<file path="src/rtl/dcfr_pkg.sv">
package dcfr_pkg;

  localparam logic [7:0] COUNT_MASK = 8'h0f;

  typedef enum logic [1:0] {
    ROLE_CMD1 = 2'd0,
    ROLE_CMD2 = 2'd1,
    ROLE_DATA = 2'd2,
    ROLE_SUM  = 2'd3
  } role_t;

  typedef struct packed {
    logic [7:0] byte_value;
    role_t      byte_role;
    logic [3:0] data_index;
    logic       frame_done;
    logic       checksum_good;
  } result_t;

endpackage

</file>
<file path="src/rtl/dcfr_framer.sv">
module dcfr_framer (
  input  logic               clk,
  input  logic               rst_n,
  input  logic               accept,
  input  logic [7:0]         rx_byte,
  output dcfr_pkg::result_t  result
);

  logic [4:0] frame_position_r, frame_position_nxt;
  logic [3:0] payload_length_r, payload_length_nxt;
  logic [7:0] running_sum_r, running_sum_nxt;
  logic [4:0] data_offset;
  logic       in_data;

  assign data_offset = frame_position_r - 5'd2;
  assign in_data     = (frame_position_r >= 5'd2) && (data_offset < {1'b0, payload_length_r});

  always_comb begin
    frame_position_nxt   = frame_position_r;
    payload_length_nxt   = payload_length_r;
    running_sum_nxt      = running_sum_r;
    result.byte_value    = rx_byte;
    result.byte_role     = dcfr_pkg::ROLE_SUM;
    result.data_index    = 4'd0;
    result.frame_done    = 1'b0;
    result.checksum_good = 1'b0;
    priority if (frame_position_r == 5'd0) begin
      result.byte_role   = dcfr_pkg::ROLE_CMD1;
      payload_length_nxt = rx_byte[3:0] & dcfr_pkg::COUNT_MASK[3:0];
      running_sum_nxt    = rx_byte;
      frame_position_nxt = 5'd1;
    end else if (frame_position_r == 5'd1) begin
      result.byte_role   = dcfr_pkg::ROLE_CMD2;
      running_sum_nxt    = running_sum_r + rx_byte;
      frame_position_nxt = 5'd2;
    end else if (in_data) begin
      result.byte_role   = dcfr_pkg::ROLE_DATA;
      result.data_index  = data_offset[3:0];
      running_sum_nxt    = running_sum_r + rx_byte;
      frame_position_nxt = frame_position_r + 5'd1;
    end else begin
      result.byte_role     = dcfr_pkg::ROLE_SUM;
      result.frame_done    = 1'b1;
      result.checksum_good = (running_sum_r == rx_byte);
      frame_position_nxt   = 5'd0;
      running_sum_nxt      = 8'd0;
    end
  end

  always_ff @(posedge clk) begin
    if (!rst_n) begin
      frame_position_r <= 5'd0;
      payload_length_r <= 4'd0;
      running_sum_r    <= 8'd0;
    end else if (accept) begin
      frame_position_r <= frame_position_nxt;
      payload_length_r <= payload_length_nxt;
      running_sum_r    <= running_sum_nxt;
    end
  end

`ifndef SYNTHESIS
  a_position_bound: assert property (@(posedge clk) disable iff (!rst_n)
    frame_position_r <= ({1'b0, payload_length_r} + 5'd2))
    else $error("frame position past end of frame");
  a_sum_restarts: assert property (@(posedge clk) disable iff (!rst_n)
    accept && result.frame_done |=> frame_position_r == 5'd0 && running_sum_r == 8'd0)
    else $error("frame did not restart after checksum byte");
`endif

endmodule

</file>
<file path="src/rtl/dcfr_out_buf.sv">
module dcfr_out_buf (
  input  logic               clk,
  input  logic               rst_n,
  input  logic               in_valid,
  output logic               in_stall,
  input  dcfr_pkg::result_t  in_result,
  output logic               out_valid,
  input  logic               out_stall,
  output dcfr_pkg::result_t  out_result
);

  logic              out_valid_r, out_valid_nxt;
  logic              skid_valid_r, skid_valid_nxt;
  dcfr_pkg::result_t out_data_r, out_data_nxt;
  dcfr_pkg::result_t skid_data_r, skid_data_nxt;
  logic              take_in;
  logic              out_free;

  assign in_stall   = skid_valid_r;
  assign take_in    = in_valid && !skid_valid_r;
  assign out_free   = !out_valid_r || !out_stall;
  assign out_valid  = out_valid_r;
  assign out_result = out_data_r;

  always_comb begin
    out_valid_nxt  = out_valid_r;
    skid_valid_nxt = skid_valid_r;
    out_data_nxt   = out_data_r;
    skid_data_nxt  = skid_data_r;
    if (out_free) begin
      if (skid_valid_r) begin
        out_data_nxt   = skid_data_r;
        out_valid_nxt  = 1'b1;
        skid_valid_nxt = 1'b0;
      end else begin
        out_data_nxt  = in_result;
        out_valid_nxt = take_in;
      end
    end else if (take_in) begin
      skid_data_nxt  = in_result;
      skid_valid_nxt = 1'b1;
    end
  end

  always_ff @(posedge clk) begin
    if (!rst_n) begin
      out_valid_r  <= 1'b0;
      skid_valid_r <= 1'b0;
    end else begin
      out_valid_r  <= out_valid_nxt;
      skid_valid_r <= skid_valid_nxt;
    end
    out_data_r  <= out_data_nxt;
    skid_data_r <= skid_data_nxt;
  end

`ifndef SYNTHESIS
  a_skid_needs_out: assert property (@(posedge clk) disable iff (!rst_n)
    skid_valid_r |-> out_valid_r)
    else $error("skid holds a request while output is empty");
`endif

endmodule

</file>
<file path="src/rtl/deck_control_frame_receiver.sv">
// An accepted byte updates the frame state in the same cycle as accept; its result is
// registered in the output buffer. Throughput: one byte per cycle while in_stall is low.
// A two-entry output buffer keeps accepting while one result waits on a stalled output.
// Reset (rst_n low, synchronous): frame position, data count and running sum clear to zero,
// and both output buffer entries are emptied.
module deck_control_frame_receiver (
  input  logic       clk,
  input  logic       rst_n,
  input  logic       in_valid,
  output logic       in_stall,
  input  logic [7:0] in_rx_byte,
  output logic       out_valid,
  input  logic       out_stall,
  output logic [7:0] out_byte_value,
  output logic [1:0] out_byte_role,
  output logic [3:0] out_data_index,
  output logic       out_frame_done,
  output logic       out_checksum_good
);

  logic              accept;
  dcfr_pkg::result_t frame_result;
  dcfr_pkg::result_t buf_result;

  assign accept = in_valid && !in_stall;

  dcfr_framer u_framer (
    .clk     (clk),
    .rst_n   (rst_n),
    .accept  (accept),
    .rx_byte (in_rx_byte),
    .result  (frame_result)
  );

  dcfr_out_buf u_out_buf (
    .clk        (clk),
    .rst_n      (rst_n),
    .in_valid   (in_valid),
    .in_stall   (in_stall),
    .in_result  (frame_result),
    .out_valid  (out_valid),
    .out_stall  (out_stall),
    .out_result (buf_result)
  );

  assign out_byte_value    = buf_result.byte_value;
  assign out_byte_role     = buf_result.byte_role;
  assign out_data_index    = buf_result.data_index;
  assign out_frame_done    = buf_result.frame_done;
  assign out_checksum_good = buf_result.checksum_good;

`ifndef SYNTHESIS
  a_good_only_when_done: assert property (@(posedge clk) disable iff (!rst_n)
    out_valid && out_checksum_good |-> out_frame_done)
    else $error("checksum_good without frame_done");
  a_done_on_sum_role: assert property (@(posedge clk) disable iff (!rst_n)
    out_valid |-> out_frame_done == (out_byte_role == dcfr_pkg::ROLE_SUM))
    else $error("frame_done does not match checksum role");
  a_index_zero_off_data: assert property (@(posedge clk) disable iff (!rst_n)
    out_valid && out_byte_role != dcfr_pkg::ROLE_DATA |-> out_data_index == 4'd0)
    else $error("nonzero data index on a non-data byte");
`endif

endmodule

</file>
<file path="config.mk">
export PLATFORM = sky130hd
export DESIGN_NAME = deck_control_frame_receiver
export DESIGN_NICKNAME = d
export VERILOG_FILES = /design/src/rtl/dcfr_pkg.sv /design/src/rtl/dcfr_framer.sv /design/src/rtl/dcfr_out_buf.sv /design/src/rtl/deck_control_frame_receiver.sv
export SDC_FILE = /design/constraint.sdc
export NUM_CORES = 1
export LEC_CHECK = 0
export ABC_CLOCK_PERIOD_IN_PS = 4670
export BUFFER_PORTS_ARGS = -buffer_cell sky130_fd_sc_hd__buf_2
export CORE_ASPECT_RATIO = 1.2
export CORE_UTILIZATION = 35
export DETAILED_ROUTE_END_ITERATION = 10
export GPL_TIMING_DRIVEN = 0
export PLACE_DENSITY = 0.59
export SYNTH_ARGS = -nofsm -noshare
export SYNTH_HDL_FRONTEND = slang
export SYNTH_SLANG_ARGS = --single-unit
</file>
<file path="constraint.sdc">
create_clock -name clk -period 4.67 [get_ports clk]
set_input_delay 0.934 -clock clk [delete_from_list [all_inputs] [get_ports clk]]
set_output_delay 0.934 -clock clk [all_outputs]
set_load 0.02 [all_outputs]
</file>
==> impl_metrics.csv, run 1 <==
group,metric,value,unit
setup_path,reg2reg_from,"u_framer.frame_position_r[1]",
min_path,hold_path_depth,2,
grt,grt_max_degree,20,
timing,clock_skew,6.934,ps
clocking,post_cts_buffers,0,
power,power_density,314.1,nW/µm²
power,ir_drop,0.1173,mV
timing,finalHoldViolations,0,
synth,synth_area,2594,µm²
grt,grt_pass1_wl,8.625,mm
setup_path,path_delay_family,"simple AND/OR/NAND/NOR gates",
setup_path,r2r_cells,10,
setup_path,path_buf_inv,1,
layout,drive_gt1_share,21.11,%
drt,drtAntennaViolNets,0,
place,placed_cell_area,2851,µm²
setup_path,criticalPathCategory,"in2reg",
timing,finalSetupViolations,0,
place,place_hpwl,3.978,mm
grt,grtUsageTotal,14.73,%
die,io_pins,30,
layout,fin_nets,298,
clocking,clock_sinks,51,
setup_path,crit_path_start,"out_stall",
clocking,cts_buffer_depth,2,
clocking,cts_buffers,5,
power,leakage,0.001142,µW
setup_path,start_kind,"input pin",
place,dp_slack,1491,ps
clocking,cts_hold_buf,0,
synth,ys_types,44,
setup_path,worst_ep_required_time,4590,ps
synth,ys_seq_elements,51,
timing,fmax,361.0,MHz
setup_path,cp-end-kind,"register",
clocking,clkSlewWorstSetupHoldPaths,100,ps
timing,worst_pin_slew,1324,ps
drt,totalWireLength,5.449,mm
timing,fin_crit,2770,ps
setup_path,cp_max_fo,19,
timing,setup_ws,1900,ps
synth,synth.avg_cell_area,11.13,µm²
clocking,clockRootBuffer,"clkbuf_8",
die,row_count,34,
setup_path,critPathMaxStageDelay,1200,ps
drt,drtPass1Iterations,4,
grt,grt_pass1_vias,1774,
run_status,status,"finished clean",
die,die-area,7760,µm²
layout,fill_cells,728,
clocking,cts_tree,"done",
synth,syn_inst,233,
timing,rsz0062_at_grt,"no",
synth,synth_edf_count,32,
die,initial_core_util,35.87,%
clocking,ctsResizeCount,0,
place,io_buffers,29,
place,finalWeightedCongestion,0.8394,
drt,remaining_drc_errors,0,
timing,drv_slew,0,
layout,antenna_cells,0,
synth,synthesis.nets,262,
die,core_area,7232,µm²
timing,min_period_over_period,59.32,%
layout,final_area,2950,µm²
setup_path,crit_arrival,2690,ps
min_path,holdCritPathClass,"reg2reg",
synth,ys_seq_area_share,51.71,%
grt,grt_overflow,0,
timing,max_slew_margin,11.43,%
clocking,h-tree-depth,2,
grt,antenna_found_initial,0,
flow_run,drv_cap,0,
min_path,holdCritStartpoint,"u_out_buf.skid_data_r[2]",
drt,routedWlPerCell,15.14,µm
clocking,clk_latency,310,ps
setup_path,crit_cells,3,
synth,async_flop_share,0,%
synth,ys_warn_count,0,
synth,synth-main-ff-cell,"edfxtp_1",
setup_path,slowest_stage,"nor2_1",
die,fp.dieH,96.30,µm
drt,drt_iter0_drc,60,
timing,final.setup.tns,0,ps
drt,avgViaCountPerCell,5.178,
drt,num_vias,1864,
die,die_w,80.59,µm
layout,syn2layout_area_growth,13.75,%
setup_path,path_cells,"buf_2 > nand2_1 > nor2_1",
[worst paths after layout]
check | endpoint | slack, ps
max | u_out_buf.skid_data_r[3] | 1900
min | u_out_buf.out_result[2] | 530
max reg2reg | u_out_buf.out_result[6] | 1940
min reg2reg | u_out_buf.out_result[2] | 530
[worst register-to-register path, stage by stage, from the launching register on]
cell	delay (ps)
dfxtp_1	540
inv_1	180
ha_1	260
xnor2_1	250
inv_1	80
ha_1	200
a2111oi_2	260
o21a_2	250
buf_6	160
a21oi_2	80
mux2_2	260
[area by class of cell]
class	instances	area [µm²]	share of cell area (%)
Buffer	11	58.81	1.993
Clock buffer	6	82.58	2.799
Inverter	10	37.54	1.272
Sequential cell	51	1341	45.46
Tap cell	90	112.6	3.817
Clock inverter	2	16.27	0.5513
Timing Repair Buffer	29	145.1	4.919
Multi-Input combinational cell	161	1156	39.19
[flip-flops by register name (all words and copies together), names as in the netlist]
| register | count |
|---|---|
| u_framer.frame_position_r | 5 |
| u_out_buf.skid_data_r | 16 |
| u_framer.running_sum_r | 8 |
| u_framer.payload_length_r | 4 |
| u_out_buf.out_result | 16 |
| u_out_buf.in_stall | 1 |
| u_out_buf.out_valid | 1 |
[power breakdown]
part / internal, µW / leakage [µW] / switching (µW)
registers: 503 / 0.000472 / 9.23
clock network: 121 / 0.0000474 / 152
logic: 53.4 / 0.000622 / 87.5
total: 678 / 0.00114 / 249
[cells in the mapped netlist (all sizes together), types with 6 or more instances]
cell type / instances / area share (%)
o21ai: 13 / 2.5
nor2: 17 / 2.7
dfxtp: 19 / 15
o31ai: 6 / 1.7
ha: 16 / 7.7
clkbuf: 7 / 1.0
mux2: 10 / 4.3
inv: 10 / 1.4
edfxtp: 32 / 37
o211ai: 7 / 2.0
nand2: 20 / 2.9
a21oi: 11 / 2.3
[layout by cell type (no fill, tap or decap), types with 7 or more instances in the layout]
master and instances:
o211ai_1 7, buf_2 31, ha_1 16, mux2_2 10
a21oi_1 10, nand2_1 20, edfxtp_1 32, dfxtp_1 19
clkbuf_1 7, o21ai_0 13, nor2_1 16, inv_1 10
[routing by layer]
layer / track usage, % / share of wire, % / wire length (µm)
met5: 0 / 0 / 0
met4: 5.208 / 1.2 / 63
met3: 1.991 / 2.5 / 135
met2: 25.78 / 50 / 2747
met1: 18.38 / 46 / 2502
[through the flow]
stage	utilization [%]	cells	hold slack (ps)	power, µW
6_report	40.80	360	531.9	926.7
5_1_grt	40.80	360	555.0	968.2
4_1_cts	40.80	360	535.5	936.4
3_5_place_dp	39.43	352	510.7	664.0
3_3_place_gp	39.43	352	507.1	661.1
2_1_floorplan	-	233	483.8	619.8
[cell families after synthesis]
family | count (synthesis) | share of synthesized area, %
AO/OA/AOI/OAI | 65 | 17.37
buffers and inverters | 21 | 3.715
AND/OR/NAND/NOR | 62 | 11.96
multiplexers | 11 | 4.728
XOR/XNOR | 6 | 2.026
adder cells (fa/ha/maj) | 17 | 8.490
flip-flops | 51 | 51.71
(Power assumes the default switching activity.)
==> run 2, diff against run 1 <==
- ABC_AREA: default -> 1
- ABC_CLOCK_PERIOD_IN_PS: 4670 -> 2700
- clock period: 4.67 -> 2.7 ns (I/O delays scaled with it)
==> run 2 against run 1 <==
  * Clock power grew 95%
  * Highest routed layer unchanged
  * Register-to-register slack lost 1600 ps
  * Critical endpoint is now u_out_buf.out_result[0]
  * Combinational power grew 70%
  * Worst setup slack lost 1500 ps
  * First-iteration DRC count grew 58%
  * Cell count grew 15%
  * Synthesized cell count grew 24%
  * Routed wire length shrank 0.75%
  * Core utilization grew 0.43 points
  * Sequential share of layout area shrank 0.48 points
==> impl_metrics.csv, run 2 <==
group,metric,value,unit
drt,num_vias,1991,
synth,yosysMostFrequentCell,"nand2_1",
grt,grt_pass1_vias,1880,
power,combinationalPowerShare,14.4,%
synth,ys_types,31,
clocking,clkSlewWorstSetupHoldPaths,100,ps
setup_path,crit_arrival,2410,ps
synth,syn_inst,288,
grt,grt_overflow,0,
clocking,post_cts_buffers,0,
grt,antenna_found_initial,0,
synth,synth_compound_area_share,8.529,%
clocking,cts_buffers,5,
layout,fin_cells,415,
clocking,h-tree-depth,2,
layout,mostFrequentLayoutCells,"nand2_1 (75), inv_1 (34), edfxtp_1 (32), buf_2 (31), a21oi_1 (25)",
grt,grtUsageTotal,14.84,%
timing,finalSetupViolations,0,
drt,drt_iter0_drc,95,
timing,rsz0062_at_grt,"no",
setup_path,cp_max_fo,10,
timing,setup_ws,368.9,ps
setup_path,criticalPathCategory,"reg2reg",
synth,yosys-top-cells-area,"edfxtp_1 (37%), dfxtp_1 (15%), nand2_1 (11%)",
grt,grt_pass1_wl,8.866,mm
synth,yosys.area.top_type,"edfxtp_1",
die,die-area,7812,µm²
power,ir_drop,0.2059,mV
clocking,clk_latency,320,ps
place,io_buffers,29,
place,dp.cells,407,
clocking,ctsResizeCount,1,
synth,synth-simple-area-share,22.90,%
run_status,status,"finished clean",
timing,final.setup.tns,0,ps
place,place_hpwl,3.944,mm
die,row_count,34,
synth,synth_common_cells,"nand2_1 (75), inv_1 (34), edfxtp_1 (32), a21oi_1 (25), dfxtp_1 (19)",
die,core_area,7232,µm²
clocking,clockRootBuffer,"clkbuf_8",
timing,worst_pin_slew,857.6,ps
synth,async_flop_share,0,%
synth,synthAdderAreaFrac,8.433,%
setup_path,start_kind,"register",
timing,hold_slack,442.7,ps
power,swShare,25.96,%
synth,synth.avg_cell_area,9.067,µm²
synth,synthXorXnorAreaFrac,2.348,%
place,placed_cell_area,2869,µm²
drt,drtAntennaViolNets,0,
synth,ys_seq_elements,51,
timing,clock_skew,14.47,ps
synth,ys_seq_area_share,51.37,%
drt,avgViaCountPerCell,4.798,
timing,fin_crit,2331,ps
power,leakage,0.001287,µW
layout,syn2layout_area_growth,14.18,%
drt,routedWlPerCell,13.03,µm
place,finalWeightedCongestion,0.8303,
die,initial_core_util,36.11,%
die,fp.dieH,96.62,µm
layout,layout_commonest_cell,"nand2_1",
clocking,cts_hold_buf,0,
grt,grt_max_degree,20,
synth,synth_area,2611,µm²
power,power_density,555.7,nW/µm²
layout,drive_gt1_share,16.92,%
drt,totalWireLength,5.408,mm
flow_run,drv_cap,0,
power,intPower,1227,µW
timing,min_period_over_period,86.34,%
die,io_pins,30,
clocking,cts_buffer_depth,2,
layout,antenna_cells,0,
setup_path,worst_ep_required_time,2780,ps
clocking,cts_tree,"done",
power,pwr-share-clk,32.1,%
synth,synthesis.nets,317,
clocking,clock_sinks,51,
place,dp_slack,-259.0,ps
synth,synth_top_family_by_area,"simple AND/OR/NAND/NOR gates",
timing,finalHoldViolations,0,
synth,muxShareOfSynthArea,0,%
synth,synth_top_area_share,36.80,%
setup_path,cp-end-kind,"register",
timing,drv_slew,0,
synth,ys_warn_count,0,
synth,synth_edf_count,32,
layout,final_area,2982,µm²
power,p_seq_share,53.4,%
power,p_sw,430.1,µW
synth,synth-main-ff-cell,"edfxtp_1",
drt,drtPass1Iterations,4,
timing,max_slew_margin,42.69,%
min_path,holdCritPathClass,"in2reg",
layout,fin_nets,353,
drt,remaining_drc_errors,0,
timing,fmax,429.0,MHz
die,die_w,80.85,µm
[run 2: cell count changes in the layout (fill, tap and decap cells not counted), moves of 8 or more]
cell     before  now
a21oi_1      10   25
inv_1        10   34
mux2_2       10    0
nand2_1      20   75
nand3_1       3   13
nand4_1       0    8
[run 2: power by group through the flow]
stage	combinational [µW]	sequential (µW)	clock [µW]
2_1_floorplan	139	931	0
3_3_place_gp	234	903	0
3_5_place_dp	238	904	0
4_1_cts	240	886	546
5_1_grt	267	891	579
6_report	239	886	533
[run 2: cell families (layout without fill, tap and decap cells)]
| group | count (synthesis) | after routing |
|---|---|---|
| AND/OR/NAND/NOR | 128 | 128 |
| AO/OA/AOI/OAI | 41 | 41 |
| adder cells (fa/ha/maj) | 17 | 17 |
| flip-flops | 51 | 51 |
| buffers and inverters | 44 | 81 |
| XOR/XNOR | 7 | 7 |
[run 2: layer usage]
layer	global-route usage [%]	vias to the layer above	share of wire (%)
met2	25.40	37	51
li1	-	1022	-
met1	18.05	923	44
met4	5.357	0	1.8
met3	2.830	9	3.0
met5	0	-	0
[run 2: metrics by stage]
| stage | total power (µW) | util [%] |
|---|---|---|
| after global placement | 1137 | 39.67 |
| after detailed placement | 1142 | 39.67 |
| after global routing | 1737 | 41.23 |
| final | 1657 | 41.23 |
| after floorplan | 1069 | - |
| after CTS | 1673 | 41.23 |
[run 2: final cells by class]
type | instances | area (µm²)
fill | 761 | 4250
sequential | 51 | 1341
multi-input combinational | 193 | 1105
timing repair buffer | 29 | 145.1
inverter | 37 | 138.9
tap | 90 | 112.6
clock buffer | 6 | 72.57
clock inverter | 2 | 37.54
buffer | 7 | 28.78
[run 2: path summary, 6_finish.rpt]
kind,startpoint,to,slack [ps],depth (start not counted)
worst max-delay path,u_framer.frame_position_r[1],u_out_buf.out_result[0],370,13
worst min-delay path,in_rx_byte[3],u_out_buf.skid_data_r[11],440,1
worst max register to register,u_framer.frame_position_r[1],u_out_buf.out_result[0],370,13
worst min register to register,u_framer.payload_length_r[2],u_framer.payload_length_r[2],480,2
[run 2: worst max-delay path: stages, from the launching register on]
cell and delay (ps):
dfxtp_1 480, inv_1 180, ha_1 260, xnor2_1 220
inv_1 70, ha_1 180, inv_1 50, nand2_1 50
nor2_2 120, nand2_4 100, nand2_4 160, nor2_4 50
nand2_1 100, o21ai_1 70
